**config.mk**
```make
export PLATFORM = sky130hd
export DESIGN_NAME = knn_ram
export DESIGN_NICKNAME = d
export VERILOG_FILES = /design/src/sv/knn_ram.sv
export SDC_FILE = /design/constraint.sdc
export NUM_CORES = 2
export LEC_CHECK = 0
export BUFFER_PORTS_ARGS = -buffer_cell sky130_fd_sc_hd__buf_2
export CAP_MARGIN = 20
export CORE_ASPECT_RATIO = 0.5
export CORE_MARGIN = 2
export CORE_UTILIZATION = 50
export CTS_CLUSTER_SIZE = 25
export DETAILED_ROUTE_END_ITERATION = 16
export PLACE_DENSITY = 0.62
export SETUP_SLACK_MARGIN = 0.5
export SLEW_MARGIN = 20
export SYNTH_ARGS = -nofsm -noshare
export SYNTH_HDL_FRONTEND = slang
export SYNTH_SLANG_ARGS = --single-unit
export TNS_END_PERCENT = 30
```
**constraint.sdc**
```tcl
create_clock -name i_clk -period 2.86 [get_ports i_clk]
set_input_delay 0.143 -clock i_clk [delete_from_list [all_inputs] [get_ports i_clk]]
set_output_delay 0.143 -clock i_clk [all_outputs]
set_load 0.1 [all_outputs]
```
**src/sv/knn_ram.sv**
```systemverilog
module knn_ram #(
    parameter int WIDTH = 16,
    parameter int DEPTH = 256
) (
    input  logic                     i_clk,
    input  logic                     i_we,
    input  logic [$clog2(DEPTH)-1:0] i_waddr,
    input  logic [WIDTH-1:0]         i_wdata,
    input  logic [$clog2(DEPTH)-1:0] i_raddr,
    output logic [WIDTH-1:0]         o_rdata
);

    logic [WIDTH-1:0] r_mem [DEPTH];
    logic [WIDTH-1:0] r_rdata;

    always_ff @(posedge i_clk) begin
        if (i_we) begin
            r_mem[i_waddr] <= i_wdata;
        end
        r_rdata <= r_mem[i_raddr];
    end

    assign o_rdata = r_rdata;

endmodule

```
Yosys cells after proc, flatten, opt, wreduce, memory -nomap -nowiden

Memories as Yosys holds them, arrays and structs flattened. A register that Yosys moved wholly into a read port is not among the register bits.
Cells that the tools add are included.

Register bits: 0
Memory bits (writable): 4,096
Bits of input ports: 34
Output and inout port bits: 16
Logic and storage cells: 3
Memories kept: 1

Memories:

| name  | words | width | rd ports | clocked after memory_dff | write ports | line | text |
|---|---|---|---|---|---|---|---|
| r_mem | 256   | 16    | 1        | 1                        | 1           | 13   | `logic [WIDTH-1:0] r_mem [DEPTH];` |

Mux-type cells: 2

Operators with widths:

| kind              | count |
|---|---|
| two-way mux 1 bit | 2 |

Logic depth before layout (Yosys ltp)

Word-level depth: 2
Gate-level depth with buffers: 12
Depth with buffers taken out: 6

Worst setup path before layout

OpenSTA, ideal clock, no wires.

Path kind: input to register
Start point: input port i_waddr[3]
End point: memory r_mem[235][0] (enable)
Library setup time: 388 ps
Data arrival time: 1,920 ps
Required time: 2,472 ps
Setup slack: 552 ps
Stages: 6
Path buffers: 3
Cell sequence: clkbuf_1 > nor2b_1 > clkbuf_1 > nand4_1 > clkbuf_1 > nor2_1

RTL lines:

| element         | line | text |
|---|---|---|
| start, declared | 7    | `input logic [$clog2(DEPTH)-1:0] i_waddr,` |
| end, declared   | 13   |  |

Straight into the memory's write port.

==> results.md <==
* Area fraction in and, or, nand and nor cells after synthesis at 0.0157
* Arrival time at the worst endpoint at 3360 ps
* Dominant combinational cell family by area after synthesis: multiplexers
* CTS tree: done
* Result of the run: complete, no violations
* Post-detailed-route count of antenna-violating nets at 0
* Final Hold Fails at 0
* Gpl congestion at 0.916
* Post-placement setup slack at -780 ps
* Compound-cell area share of the yosys netlist at 0.0354
* Total cell area at the placement stage at 0.171 mm^2
* Proportion of synthesized flip-flops having asynchronous set or reset at 0
* HPWL reported at the end of detailed placement at 267000 um
* Tcrit/Tclk final at 0.899
* Total global-route track usage at 0.262
* Net count of the mapped netlist at 7394
* DIE AREA at 0.322 mm^2
* Source of the worst hold timing path: i_waddr[0]
* Area of the multi-input gates at 0.0334 mm^2
* FF/Latch Area at 0.123 mm^2
* Crit Path Class: flip-flop to flip-flop
* Unrepaired setup endpoints after global routing: true
* Clock latency of the later-clocked register in the worst-skew pair at 940 ps
* Final setup violation count at 0
* Clock buffer depth at 4
* Final Critical Period at 2570 ps
* Mapped cell area at 0.159 mm^2
* Sort of element at the start of the critical path: flip-flop
* Prevailing post-synth register cell: sky130_fd_sc_hd__edfxtp_1
* Violation count after the first detailed-routing iteration at 11516
* Vias in the first global route at 78722
* Tightest Hold Check Type: input port to flip-flop
* Most Crowded Layer GR: met1
* Worst Hold End: r_mem[171][3]
* Share of the yosys chip area belonging to registers at 0.777
* Reg2Reg Setup Slack at 290 ps
* Placeable core area at 0.316 mm^2
* Average vias per placed instance at 6.32
* Most area-consuming cells after synthesis: sky130_fd_sc_hd__edfxtp_1 77%, sky130_fd_sc_hd__mux4_2 11%, sky130_fd_sc_hd__mux2i_1 3.6%
* Max-Cap Viols at 0
* Layout Skew at 44.3 ps
* Flip-flop and latch count after synthesis at 4112
* Number of CTS-inserted buffers at 362
* Reg-to-reg critical path endpoint: o_rdata[4]
* Filler-free cell count of the finished design at 12851
* Adder and majority cell fraction of the synthesized area at 0
* Net count of the finished layout at 8365
* Portion of netlist area occupied by mux cells at 0.155
* DRC violation count after routing at 0
* Crit path max fanout at 1
* Final Worst Setup Slack at 289 ps
* Met1 Usage GRT at 0.397
* Number of warnings reported in the yosys synthesis log at 0
* CP endpoint kind: flip-flop
* Starting Density at 0.502
* Reported leakage power at 59.4 nW
* Routed Wire Length at 429000 um
* Finished layout cell area at 0.184 mm^2
* Tightest Pin Transition at 1220 ps
* Total instance count after detailed placement at 12167
* Met3 Resource Use GR at 0.0463
* First drt pass iteration count at 5
* Area share of the largest cell type after synthesis at 0.775
* Number of synthesized flops with an enable pin at 4096
* Avg WL per Cell at 33.4 um
* Worst slew margin relative to its limit at 0.186
* Global-route wire length before repair at 601000 um
* Power density over the cells at 672 mW/mm^2
* Number of cells produced by synthesis at 7360
* Final number of max-transition violations at 0
* Peak supply drop at 0.000523 V
* Leading cell types by count after synthesis: 4096 x sky130_fd_sc_hd__edfxtp_1, 797 x sky130_fd_sc_hd__mux4_2, 565 x sky130_fd_sc_hd__mux2i_1
* Met2 track demand over resource in global routing at 0.397
* Post-synthesis area per instance at 21.6 um^2
* # clock sinks at 4112
* Layout cell share with drive strength beyond 1 at 0.300
* Xor and xnor fraction of the mapped netlist area at 0
* Buffers added on ports at 49
* Most frequently used cell type in the post-synthesis netlist: sky130_fd_sc_hd__edfxtp_1
* Overflow left after global routing at 0
* Clock slew at reported path FFs at 70 ps
* Reg2Reg Launch Point: r_mem[59][4]
* Yosys top cell by area: sky130_fd_sc_hd__edfxtp_1
* Crit path required time at 3640 ps
* H-tree lvl count at 5
* Maximum number of pins on one net before global-route repair at 130
* Clock tree root driver cell: sky130_fd_sc_hd__clkbuf_16
* Initial antenna violation count at 22
* Number of distinct library cells after synthesis at 52
* Number of filler instances in the final layout at 22629
* Fmax at 389 MHz
* Length in cells of the worst reg-to-reg path at 6
* Post-CTS setup buffer count at 0
* Overall via count from detail_route at 81274
* Row count at 146
* Ports at 50
* Area growth from synthesis to layout at 15.7%
* Height of the chip at 402 um
* Die outline width at 801 um
* Worst hold path depth at 4
-- metrics by stage --
step	hold slack, ps	TNS [ps]	util	total power [mW]
5_1_grt	77.0	0	0.581	127
3_5_place_dp	586	-6660	0.542	75.1
4_1_cts	6.28	0	0.580	124
3_3_place_gp	579	-6850	0.542	75.0
6_report	84.9	0	0.581	123
2_1_floorplan	242	0	-	71.3
-- power by group --
| part | leakage [nW] | switching, mW | internal (mW) |
|---|---|---|---|
| logic | 16.7 | 4.67 | 2.75 |
| registers | 36.9 | 0.138 | 66.4 |
| clock network | 5.77 | 22.1 | 27.5 |
-- logic make-up after synthesis --
kind of cell           Yosys count
AO/OA/AOI/OAI                  786
buffers and inverters          456
flip-flops                    4112
multiplexers                  1450
AND/OR/NAND/NOR                556
-- critical path, cell delays in order (launching register included) --
cell and delay, ps:
sky130_fd_sc_hd__edfxtp_1 370, sky130_fd_sc_hd__mux4_2 500, sky130_fd_sc_hd__mux4_2 510, sky130_fd_sc_hd__a22o_1 460, sky130_fd_sc_hd__o32ai_2 340, sky130_fd_sc_hd__buf_4 180, sky130_fd_sc_hd__nor4_2 40
-- state kept, by name, summed over array words and instances (netlist names) --
| signal | flops |
|---|---|
| o_rdata | 16 |
| r_mem | 4096 |
-- worst max-delay path by stage --
stage	startpoint	end	slack, ps	depth (start not counted)
6_report	r_mem[59][4]	o_rdata[4]	290	6
5_1_grt	r_mem[59][4]	o_rdata[4]	240	6
4_1_cts	r_mem[22][3]	o_rdata[3]	290	6
3_5_place_dp	i_raddr[0]	o_rdata[11]	-780	10
3_3_place_gp	i_raddr[0]	o_rdata[3]	-860	11
2_1_floorplan	i_waddr[3]	r_mem[235][0]	550	6
-- layout by cell type (no fill, tap or decap), types with 89 or more instances in the layout --
master | synthesis | routed
sky130_fd_sc_hd__edfxtp_1 | 4096 | 4096
sky130_fd_sc_hd__buf_4 | 26 | 849
sky130_fd_sc_hd__mux4_2 | 797 | 797
sky130_fd_sc_hd__mux2i_1 | 565 | 565
sky130_fd_sc_hd__clkbuf_16 | 0 | 368
sky130_fd_sc_hd__o221ai_1 | 252 | 252
sky130_fd_sc_hd__nor2_1 | 304 | 229
sky130_fd_sc_hd__a21oi_1 | 175 | 175
sky130_fd_sc_hd__o22ai_1 | 148 | 148
sky130_fd_sc_hd__buf_12 | 5 | 141
sky130_fd_sc_hd__nor3_1 | 92 | 89
-- per-layer routing --
| metal | wire length [um] | vias up |
|---|---|---|
| li1 | - | 33232 |
| met1 | 180000 | 43401 |
| met2 | 197000 | 4107 |
| met3 | 40100 | 530 |
| met4 | 12200 | 4 |
| met5 | 34 | - |
-- area by class of cell --
| cell class | instances | area share |
|---|---|---|
| Tap cell | 4218 | 0.0287 |
| Timing Repair Buffer | 1059 | 0.0537 |
| Inverter | 4 | 0.000150 |
| Sequential cell | 4112 | 0.671 |
| Clock buffer | 426 | 0.0516 |
| Antenna cell | 10 | 0.000136 |
| Clock inverter | 230 | 0.0124 |
| Multi-Input combinational cell | 2792 | 0.182 |
-- what timing repair did --
action                                  4_1_cts  5_1_grt
gates resized for setup                      43       22
pin swaps                                     6        8
hold buffers                                 17        0
endpoints found under the setup margin       16       16
hold endpoints to repair                   2352        0
Power figures use the tool's default switching activity.
