<file path="config.mk">
export PLATFORM = sky130hd
export DESIGN_NAME = knn_divider
export DESIGN_NICKNAME = d
export VERILOG_FILES = /design/src/sv/knn_divider.sv
export SDC_FILE = /design/constraint.sdc
export NUM_CORES = 1
export LEC_CHECK = 0
export ABC_AREA = 0
export BUFFER_PORTS_ARGS = -buffer_cell sky130_fd_sc_hd__buf_2
export CAP_MARGIN = 20
export CORE_MARGIN = 3
export CORE_UTILIZATION = 30
export DETAILED_ROUTE_END_ITERATION = 10
export PLACE_DENSITY = 0.62
export SYNTH_ARGS = -nofsm -noshare
export SYNTH_HDL_FRONTEND = slang
export SYNTH_SLANG_ARGS = --single-unit
</file>
<file path="constraint.sdc">
create_clock -name i_clk -period 5.7 [get_ports i_clk]
set_input_delay 0.285 -clock i_clk [delete_from_list [all_inputs] [get_ports i_clk]]
set_output_delay 0.285 -clock i_clk [all_outputs]
set_load 0.02 [all_outputs]
</file>
<file path="src/sv/knn_divider.sv">
// Restoring divider: one quotient bit a cycle, magnitude only; sign applied outside.
module knn_divider #(
    parameter int NUM_W = 64,
    parameter int DEN_W = 7
) (
    input  logic             i_clk,
    input  logic             i_rst_n,
    input  logic             i_start,
    input  logic [NUM_W-1:0] i_num,
    input  logic [DEN_W-1:0] i_den,
    output logic             o_done,
    output logic [NUM_W-1:0] o_quot
);

    localparam int CNT_W = $clog2(NUM_W + 1);

    logic [NUM_W-1:0] r_quot;
    logic [DEN_W:0]   r_rem;
    logic [DEN_W-1:0] r_den;
    logic [CNT_W-1:0] r_cnt;
    logic             r_busy;
    logic             r_done;
    logic [DEN_W:0]   w_trial;

    assign w_trial = {r_rem[DEN_W-1:0], r_quot[NUM_W-1]};

    always_ff @(posedge i_clk) begin
        if (!i_rst_n) begin
            r_busy <= 1'b0;
            r_done <= 1'b0;
            r_cnt  <= '0;
        end else begin
            r_done <= 1'b0;
            if (i_start) begin
                r_busy <= 1'b1;
                r_cnt  <= CNT_W'(NUM_W);
                r_quot <= i_num;
                r_rem  <= '0;
                r_den  <= i_den;
            end else if (r_busy) begin
                if (w_trial >= {1'b0, r_den}) begin
                    r_rem  <= w_trial - {1'b0, r_den};
                    r_quot <= {r_quot[NUM_W-2:0], 1'b1};
                end else begin
                    r_rem  <= w_trial;
                    r_quot <= {r_quot[NUM_W-2:0], 1'b0};
                end
                r_cnt <= r_cnt - 1'b1;
                if (r_cnt == CNT_W'(1)) begin
                    r_busy <= 1'b0;
                    r_done <= 1'b1;
                end
            end
        end
    end

    assign o_done = r_done;
    assign o_quot = r_quot;

endmodule

</file>
# Yosys cells after proc, flatten, opt, wreduce, memory -nomap -nowiden
# Cells that the tools add are included.
dict set report op_classes {
  n_mux 11
  n_reduce_logical 5
  bitwise_logic 2
  magnitude_cmp 1
  n_addsub 2
  n_eq_ne 1
}
# cell count
set op_table {}
lappend op_table {{64-bit two-way mux} 2}
lappend op_table {{7-bit two-way mux} 4}
lappend op_table {{8-bit by 7-bit >= comparator with 1-bit output} 1}
lappend op_table {{7-bit by 1-bit equality test with 1-bit output (second input constant)} 1}
lappend op_table {{7-bit by 1-bit subtractor with 7-bit output (second input constant)} 1}
lappend op_table {{7-bit subtractor} 1}
lappend op_table {{1-bit two-way mux} 5}
lappend op_table {{2-bit AND reduction} 2}
lappend op_table {{3-bit OR reduction} 1}
lappend op_table {{1-bit NOT} 2}
lappend op_table {{2-bit nonzero test} 1}
lappend op_table {{2-bit OR reduction} 1}
dict set report word_totals {
  out_inout_bits 65
  regBits 87
  elab_cells 29
  inputBits 74
}

# Depth between registers and ports, before layout
# Gate-level depths: netlist of the first run.
dict set report logic_depth {
  word_depth 4
  depth_mapped 8
  ltp_nobuf 8
}

# Worst setup path before layout of the first run
# No wires, ideal clock.
dict set report synth_timing {
  path_kind {flip-flop to flip-flop}
  startpoint {register r_busy}
  endpoint {register r_quot[0], in the netlist o_quot[0] (enable)}
  arrival_ns 2.109
  setup_slack_ns 3.156
  setup_time_ns 0.435
  n_path_buf 1
  synth_period_minus_slack_ns 2.544
  stages_incl_launch_ff 3
  required_ns 5.265
  path_cell_list {dfxtp_1 > buf_2 > o21a_1}
}
dict set report synth_between {
  elab_chain_len 2
}
# item line_no
set synth_lines {}
lappend synth_lines {{from (decl)} 21} ;# logic r_busy;
lappend synth_lines {{from (signal assigned)} 29} ;# r_busy <= 1'b0;
lappend synth_lines {{from (signal assigned)} 35} ;# r_busy <= 1'b1;
lappend synth_lines {{from (signal assigned)} 50} ;# r_busy <= 1'b0;
lappend synth_lines {{2-bit nonzero test (no source line)} n/a}
lappend synth_lines {{2-bit AND reduction (no source line)} n/a}
lappend synth_lines {{to (signal assigned)} 37} ;# r_quot <= i_num;
lappend synth_lines {{to (signal assigned)} 43} ;# r_quot <= {r_quot[NUM_W-2:0], 1'b1};
lappend synth_lines {{to (signal assigned)} 46} ;# r_quot <= {r_quot[NUM_W-2:0], 1'b0};
lappend synth_lines {{to (decl)} 17} ;# logic [NUM_W-1:0] r_quot;
# Every way passes these cells.
# A chain may end at the register's enable or synchronous reset.

# Final worst setup path of the first run
dict set report layout_timing {
  startpoint {register r_quot[63], in the netlist o_quot[63]}
  endpoint {register r_rem[0], data pin}
}
dict set report layout_between {
  elab_chain_len 3
  word_cells_on_any_way 4
  cone_classes {add/sub (1); order compare (1); mux (2)}
}
# item line_no
set layout_lines {}
lappend layout_lines {{7-bit subtractor / 8-bit by 7-bit >= comparator with 1-bit output (equally long branches)} {42, 41}}
lappend layout_lines {{7-bit two-way mux (*)} 41} ;# if (w_trial >= {1'b0, r_den}) begin
lappend layout_lines {{7-bit two-way mux (*)} 40} ;# end else if (r_busy) begin
lappend layout_lines {{to (signal assigned)} 42} ;# r_rem <= w_trial - {1'b0, r_den};
lappend layout_lines {{to (signal assigned)} 45} ;# r_rem <= w_trial;
lappend layout_lines {{to (decl)} 18} ;# logic [DEN_W:0] r_rem;
# Mark *: on every way between the ends. The rest lies on a longest branch, timed or not. The select of a mux whose other input is x is not followed.

==> results of run 1 <==
-- flip-flops by register name, indices dropped and copies added, names as in the netlist --
name,flops
r_rem,7
r_cnt,7
o_quot,64
o_done,1
r_den,7
r_busy,1
-- logic make-up (layout without fill, tap and decap cells) --
group           after synthesis  after routing  synth area share [%]
flops                        87             87                  62.7
mux                          66             66                  18.4
simple gates                 43             43                  5.70
buf+inv                      22            166                  2.33
fa+ha+maj                    10             10                  3.30
compound gates               31             31                  5.76
xor+xnor                      8              8                  1.74
-- Yosys cell counts (2+ instances only) --
cell type   n  area share [%]
edfxtp_1   78              58
o22ai_1     2            0.31
xor2_1      2            0.44
a211oi_1    3            0.56
nand2_1     7            0.65
o21ai_0     6            0.75
inv_1      11             1.0
mux2i_1     2            0.50
a21oi_1     8             1.0
nand3_1     5            0.62
nor3_1      2            0.25
xnor2_1     6             1.3
o21a_1      4            0.75
nor2_1     13             1.2
nand2b_1    3            0.47
mux2_2     64              18
dfxtp_1     9             4.5
ha_1        9             2.8
nand3b_1    2            0.37
buf_2       9             1.1
-- worst max path at each step --
stage	from	endpoint	slack, ps	cells after the start
after floorplan	r_busy	o_quot[0]	3160	2
after global placement	i_start	o_quot[36]	3390	2
after detailed placement	i_start	o_quot[36]	3340	2
after CTS	o_quot[63]	r_rem[1]	3530	8
after global routing	o_quot[63]	r_rem[0]	3390	8
final	o_quot[63]	r_rem[0]	3550	8
-- power breakdown --
| part | switching (mW) | internal [mW] | leakage [nW] |
|---|---|---|---|
| combinational | 0.144 | 0.117 | 1.08 |
| sequential | 0.0246 | 0.753 | 0.817 |
| clock | 0.234 | 0.372 | 0.156 |
-- per-layer routing --
| metal | part of all wire [%] | routed length [um] |
|---|---|---|
| met4 | 1.3 | 109 |
| met1 | 44 | 3780 |
| met5 | 0 | 0 |
| met2 | 47 | 3980 |
| met3 | 7.7 | 658 |
-- worst max-delay path, cell delays in order, from the launching register on --
cell	delay, ps
edfxtp_1	360
inv_1	50
ha_1	220
fa_1	410
nand2b_1	200
o2bb2ai_2	180
a31oi_4	230
nor3_1	80
a211oi_1	230
-- area by class of cell --
type / instances / area share (%)
tap: 172 / 4.14
clock inverter: 1 / 0.0962
multi-input combinational: 158 / 27.1
timing repair buffer: 138 / 13.3
clock buffer: 15 / 5.96
sequential: 87 / 48.5
inverter: 12 / 0.866
==> impl_metrics.yaml, run 1 <==
finish:
  fin_util_pct: 40.4
  stdcell_count: 583
  nFillCells: 1225
  drive_gt1_share_pct: 54.7
  mostFrequentLayoutCells: "137 x buf_2, 78 x edfxtp_1, 64 x mux2_2"
  diodes: 0
  final_area_mm2: 0.00520
  register_area_mm2: 0.00252
  final_nets: 490
  syn_to_final_growth_pct: 29.4
  layout_commonest_cell: "buf_2"
  multi_input_area_mm2: 0.00141
drt:
  viasPerCell: 4.56
  vias: 2659
  drtIter0Drc: 132
  drc: 0
  ant_nets: 0
  routed_wl_um: 8540
  firstDrtPassIters: 4
  drt-wirelength-per-cell_um: 14.6
clock_tree:
  ctsHtreeMaxLevel: 3
  cts_buffers: 9
  tritoncts: "done"
  cts_resized: 0
  ctsHoldBuffers: 0
  cts-root-buf: "clkbuf_16"
  cts_buffer_depth: 2
  clkSinkCount: 87
  path_clk_slew_ps: 60
  clk_latency_ps: 340
  post_cts_buffers: 0
timing:
  fin_crit_sh_pct: 37.6
  finalSetupViolCount: 0
  holdWs_ps: 124
  min_period_ps: 2150
  hold_violations: 0
  max_freq_mhz: 466
  setup_slack_ps: 3550
  maxSlewViolCount: 0
  setup_tns_ps: 0
  relSlewSlack_pct: 33.0
  rsz0062_at_grt: "false"
  clock_skew_ps: 6.53
  tightest_slew_ps: 1010
critical_path:
  r2r_cells: 8
  crit_type: "flop to flop"
  endpoint_kind: "flop"
  crit_arrival_ps: 2300
  r2r_setup_slack_ps: 3550
  r2r-end: "r_rem[0]"
  required_ps: 5860
  critPathLaunchType: "flop"
  cp_max_fo: 7
  r2r-start: "o_quot[63]"
floorplan:
  ios: 139
  num_rows: 41
  die_w_um: 122
  die_y_um: 122
  core_mm2: 0.0129
  start_util_pct: 31.2
  die_area_mm2: 0.0148
global_route:
  grtUsageMet2_pct: 18.4
  grt_max_degree: 77
  grt_pass1_vias: 2685
  met1_usage_pct: 14.9
  grt_usage_pct: 11.8
  antenna_found_initial: 0
  grt.met3_usage_pct: 5.15
  grt.overflow.total: 0
  grt_pass1_wl_um: 13400
  busiest_layer: "met2"
logic_synthesis:
  synth_cell_type_count: 42
  synth_flop_cell: "edfxtp_1"
  syn_area_mm2: 0.00402
  synth_seq_cells: 87
  synth.avg_cell_area_um2: 15.1
  synth_edf_count: 78
  synth_cells: 267
  yosysWarnings: 0
  async_flop_share_pct: 0
  ys_seq_area_share_pct: 62.7
  syn_nets: 351
power:
  power_density_mw_per_mm2: 316
  cellLeakagePower_nw: 2.05
  ir_drop_mv: 0.183
  total_power_mw: 1.64
placed_design:
  finalWeightedCongestion: 0.767
  pre_cts_ws_ps: 3340
  placed_area_mm2: 0.00489
  dp_cells: 567
  port_buffers: 138
  hpwl_um: 6010
min_path:
  whs_endpoint: "r_den[5]"
  worstHoldStart: "i_den[5]"
  hold_depth: 1
  hp-class: "input pin to flop"
run:
  cap_violations: 0
run_status:
  outcome: "finished clean"
No activity file was read; power rests on OpenSTA's default activity.
==> run 2, diff against run 1 <==
==> constraint.sdc (replaced) <==
create_clock -name i_clk -period 2.2 [get_ports i_clk]
set_input_delay 0.11 -clock i_clk [delete_from_list [all_inputs] [get_ports i_clk]]
set_output_delay 0.11 -clock i_clk [all_outputs]
set_load 0.02 [all_outputs]
==> impl_metrics.yaml, run 2 (synthesis gave the netlist of run 1 again) <==
drt:
  drt-wirelength-per-cell_um: 14.3
  vias: 2695
  firstDrtPassIters: 4
  drtIter0Drc: 95
  routed_wl_um: 8470
  drc: 0
  ant_nets: 0
  viasPerCell: 4.54
clock_tree:
  tritoncts: "done"
  post_cts_buffers: 0
  clkSinkCount: 87
  path_clk_slew_ps: 60
  cts_buffers: 9
  clk_latency_ps: 340
  cts_buffer_depth: 2
  cts-root-buf: "clkbuf_16"
  ctsHtreeMaxLevel: 3
finish:
  final_area_mm2: 0.00531
  mostFrequentLayoutCells: "137 x buf_2, 78 x edfxtp_1, 64 x mux2_2"
  final_nets: 500
  syn_to_final_growth_pct: 32.2
  stdcell_count: 593
  drive_gt1_share_pct: 54.2
  diodes: 0
  largest_reg_flops: 64
  fin_util_pct: 41.3
  layout_commonest_cell: "buf_2"
global_route:
  grt.overflow.total: 0
  antenna_found_initial: 0
  grt_max_degree: 45
  grt_pass1_vias: 2724
  grt_pass1_wl_um: 13200
  grt_usage_pct: 11.6
floorplan:
  core_mm2: 0.0129
  die_y_um: 122
  die_area_mm2: 0.0148
  die_w_um: 122
  ios: 139
  num_rows: 41
  start_util_pct: 31.2
timing:
  relSlewSlack_pct: 66.7
  fin_crit_sh_pct: 96.6
  holdWs_ps: 48.8
  maxSlewViolCount: 0
  setup_slack_ps: 75.8
  min_period_ps: 2120
  hold_violations: 0
  max_freq_mhz: 471
  clock_skew_ps: 5.89
  finalSetupViolCount: 0
  tightest_slew_ps: 498
power:
  ir_drop_mv: 0.299
  cellLeakagePower_nw: 2.10
  power_density_mw_per_mm2: 778
placed_design:
  finalWeightedCongestion: 0.803
  hpwl_um: 6120
  placed_area_mm2: 0.00495
  port_buffers: 138
  dp_cells: 570
  pre_cts_ws_ps: 40.9
critical_path:
  critPathLaunchType: "flop"
  crit_type: "flop to flop"
  cp_num_buf_inv: 1
  critPathSlowestCell: "edfxtp_1"
  crit_family: "compound AO/OA/AOI/OAI gates"
  cpPeakStageDelay_ps: 380
  endpoint_kind: "flop"
  crit_arrival_ps: 2280
  path_cells: "inv_1 > ha_1 > fa_2 > nand2b_4 > o2bb2ai_4 > a31oi_4 > nor3_1 > a211oi_1"
  cp_max_fo: 7
  required_ps: 2350
run:
  cap_violations: 0
min_path:
  hp-class: "input pin to flop"
run_status:
  outcome: "finished clean"
## run 2: per-layer routing
layer / wire length [um] / share of wire (%) / GRT usage (%) / vias up
met5: 0 / 0 / 0 / -
met4: 237 / 2.8 / 6.30 / 0
met3: 547 / 6.5 / 3.53 / 19
met2: 3890 / 46 / 17.8 / 99
met1: 3800 / 45 / 14.6 / 1269
li1: - / - / - / 1308
## run 2: worst paths after layout
kind	startpoint	to	slack [ps]	cells past startpoint
min	i_rst_n	r_cnt[6]	50	2
max	o_quot[63]	r_rem[0]	80	8
min reg2reg	r_cnt[6]	o_done	490	1
max reg2reg	o_quot[63]	r_rem[0]	80	8
## run 2: repair_timing
| action | CTS | global route |
|---|---|---|
| hold endpoints to repair | 7 | 0 |
| hold buffers | 7 | 0 |
| setup endpoints to repair | 0 | 7 |
| resized for setup | 0 | 3 |
## run 2: final cells by class
type / count / area, um^2
fill: 1202 / 7560
sequential: 87 / 2520
multi-input combinational: 158 / 1430
timing repair buffer: 148 / 823
clock buffer: 15 / 268
tap: 172 / 215
inverter: 12 / 45.0
clock inverter: 1 / 5.00
## run 2: through the flow
stage | TNS [ps] | power, mW
2_1_floorplan | 0 | 2.51
3_3_place_gp | 0 | 2.73
3_5_place_dp | 0 | 2.74
4_1_cts | 0 | 4.20
5_1_grt | -10.2 | 4.35
6_report | 0 | 4.13
## run 2: report_power, final
| part | switching [mW] | internal (mW) | total, mW |
|---|---|---|---|
| combinational | 0.385 | 0.331 | 0.716 |
| clock | 0.582 | 0.827 | 1.41 |
| sequential | 0.0597 | 1.95 | 2.01 |
| total | 1.03 | 3.11 | 4.13 |
==> run 3, diff against run 2 <==
--- a/config.mk
+++ b/config.mk
@@ -11,7 +11,7 @@
 export CORE_MARGIN = 3
 export CORE_UTILIZATION = 30
 export DETAILED_ROUTE_END_ITERATION = 10
-export PLACE_DENSITY = 0.62
+export PLACE_DENSITY_LB_ADDON = 0.2
 export SYNTH_ARGS = -nofsm -noshare
 export SYNTH_HDL_FRONTEND = slang
 export SYNTH_SLANG_ARGS = --single-unit
==> impl_metrics.yaml, run 3 (synthesis gave the netlist of run 1 again) <==
finish:
  drive_gt1_share_pct: 55.0
  stdcell_count: 596
  fin_util_pct: 41.4
  syn_to_final_growth_pct: 32.7
  largest_reg_flops: 64
  final_area_mm2: 0.00534
  register_area_mm2: 0.00252
  diodes: 0
  layout_commonest_cell: "buf_2"
  final_nets: 503
  nFillCells: 1217
  mostFrequentLayoutCells: "138 x buf_2, 78 x edfxtp_1, 64 x mux2_2"
  multi_input_area_mm2: 0.00142
drt:
  drt-wirelength-per-cell_um: 15.0
  routed_wl_um: 8940
  drtIter0Drc: 135
  vias: 2739
  firstDrtPassIters: 4
  ant_nets: 0
  drc: 0
  viasPerCell: 4.60
critical_path:
  cp_max_fo: 7
  endpoint_kind: "flop"
  crit_type: "flop to flop"
  critPathSlowestCell: "edfxtp_1"
  crit_arrival_ps: 2270
  cp_num_buf_inv: 1
  cpPeakStageDelay_ps: 360
  required_ps: 2380
  path_cells: "inv_1 > ha_1 > fa_2 > nand2b_4 > o2bb2ai_2 > a31oi_4 > o22ai_1 > a21oi_1"
  critPathLaunchType: "flop"
  r2r-start: "o_quot[63]"
  crit_family: "compound AO/OA/AOI/OAI gates"
  timing.critical_path.from: "o_quot[63]"
floorplan:
  ios: 139
  die_w_um: 122
  die_area_mm2: 0.0148
  start_util_pct: 31.2
  die_y_um: 122
  num_rows: 41
  core_mm2: 0.0129
timing:
  maxSlewViolCount: 0
  holdWs_ps: 44.6
  finalSetupViolCount: 0
  relSlewSlack_pct: 65.5
  fin_crit_sh_pct: 95.0
  min_period_ps: 2090
  tightest_slew_ps: 511
  hold_violations: 0
  clock_skew_ps: 5.53
  max_freq_mhz: 478
clock_tree:
  tritoncts: "done"
  cts_buffers: 9
  clk_latency_ps: 340
  cts_buffer_depth: 2
  ctsHtreeMaxLevel: 3
  path_clk_slew_ps: 60
  clkSinkCount: 87
  cts-root-buf: "clkbuf_16"
  post_cts_buffers: 0
global_route:
  grt_max_degree: 52
  antenna_found_initial: 1
  grt_pass1_vias: 2762
  grt.overflow.total: 0
  grt_usage_pct: 12.1
  grt_pass1_wl_um: 13700
placed_design:
  dp_cells: 573
  hpwl_um: 6280
  placed_area_mm2: 0.00494
  port_buffers: 138
  finalWeightedCongestion: 0.764
power:
  power_density_mw_per_mm2: 812
  ir_drop_mv: 0.401
  cellLeakagePower_nw: 2.11
run_status:
  outcome: "finished clean"
min_path:
  hp-class: "input pin to flop"
  worstHoldStart: "i_rst_n"
run:
  cap_violations: 0
-- run 3: cell types whose count changed in the layout (fill, tap and decap cells not counted), moves of 2 or more --
cell	before	now
clkinv_1	0	2
buf_4	1	5
bufinv_16	0	2
buf_12	3	1
clkbuf_1	4	0
clkbuf_8	2	0
clkinvlp_4	0	2
-- run 3: final timing paths --
kind	to	slack, ps	depth (start not counted)
worst max-delay path	r_rem[5]	110	8
worst min-delay path	r_cnt[6]	40	2
worst min register to register	o_done	490	1
worst max register to register	r_rem[5]	110	8
-- run 3: routing by layer --
layer | wire (um) | vias up | track usage, %
met5 | 18 | - | 0
met3 | 743 | 15 | 4.78
met4 | 204 | 2 | 6.02
met2 | 3960 | 114 | 17.4
met1 | 4010 | 1282 | 15.7
li1 | - | 1326 | -
-- run 3: power breakdown --
part           switching, mW  leakage (nW)  internal, mW
logic                  0.389          1.15         0.327
registers             0.0591         0.817          1.95
clock network          0.622         0.147         0.984
-- run 3: repair_timing --
action                                  4_1_cts  5_1_grt
endpoints found under the setup margin        0        7
hold buffers                                  7        0
hold endpoints to repair                      7        0
resized for setup                             0        3
-- run 3: through the flow --
| step | setup WS (ps) | power, mW | TNS (ps) |
|---|---|---|---|
| 6_report | 110 | 4.33 | 0 |
| 5_1_grt | -9.46 | 4.53 | -9.46 |
| 4_1_cts | 51.4 | 4.39 | 0 |
| 3_5_place_dp | 89.9 | 2.74 | 0 |
| 3_3_place_gp | 137 | 2.74 | 0 |
| 2_1_floorplan | 99.8 | 2.51 | 0 |
-- run 3: final cells by class --
class / count / area share (%)
sequential: 87 / 47.3
timing repair buffer: 151 / 15.3
tap: 172 / 4.03
multi-input combinational: 158 / 26.6
clock inverter: 7 / 1.64
clock buffer: 9 / 4.22
inverter: 12 / 0.844
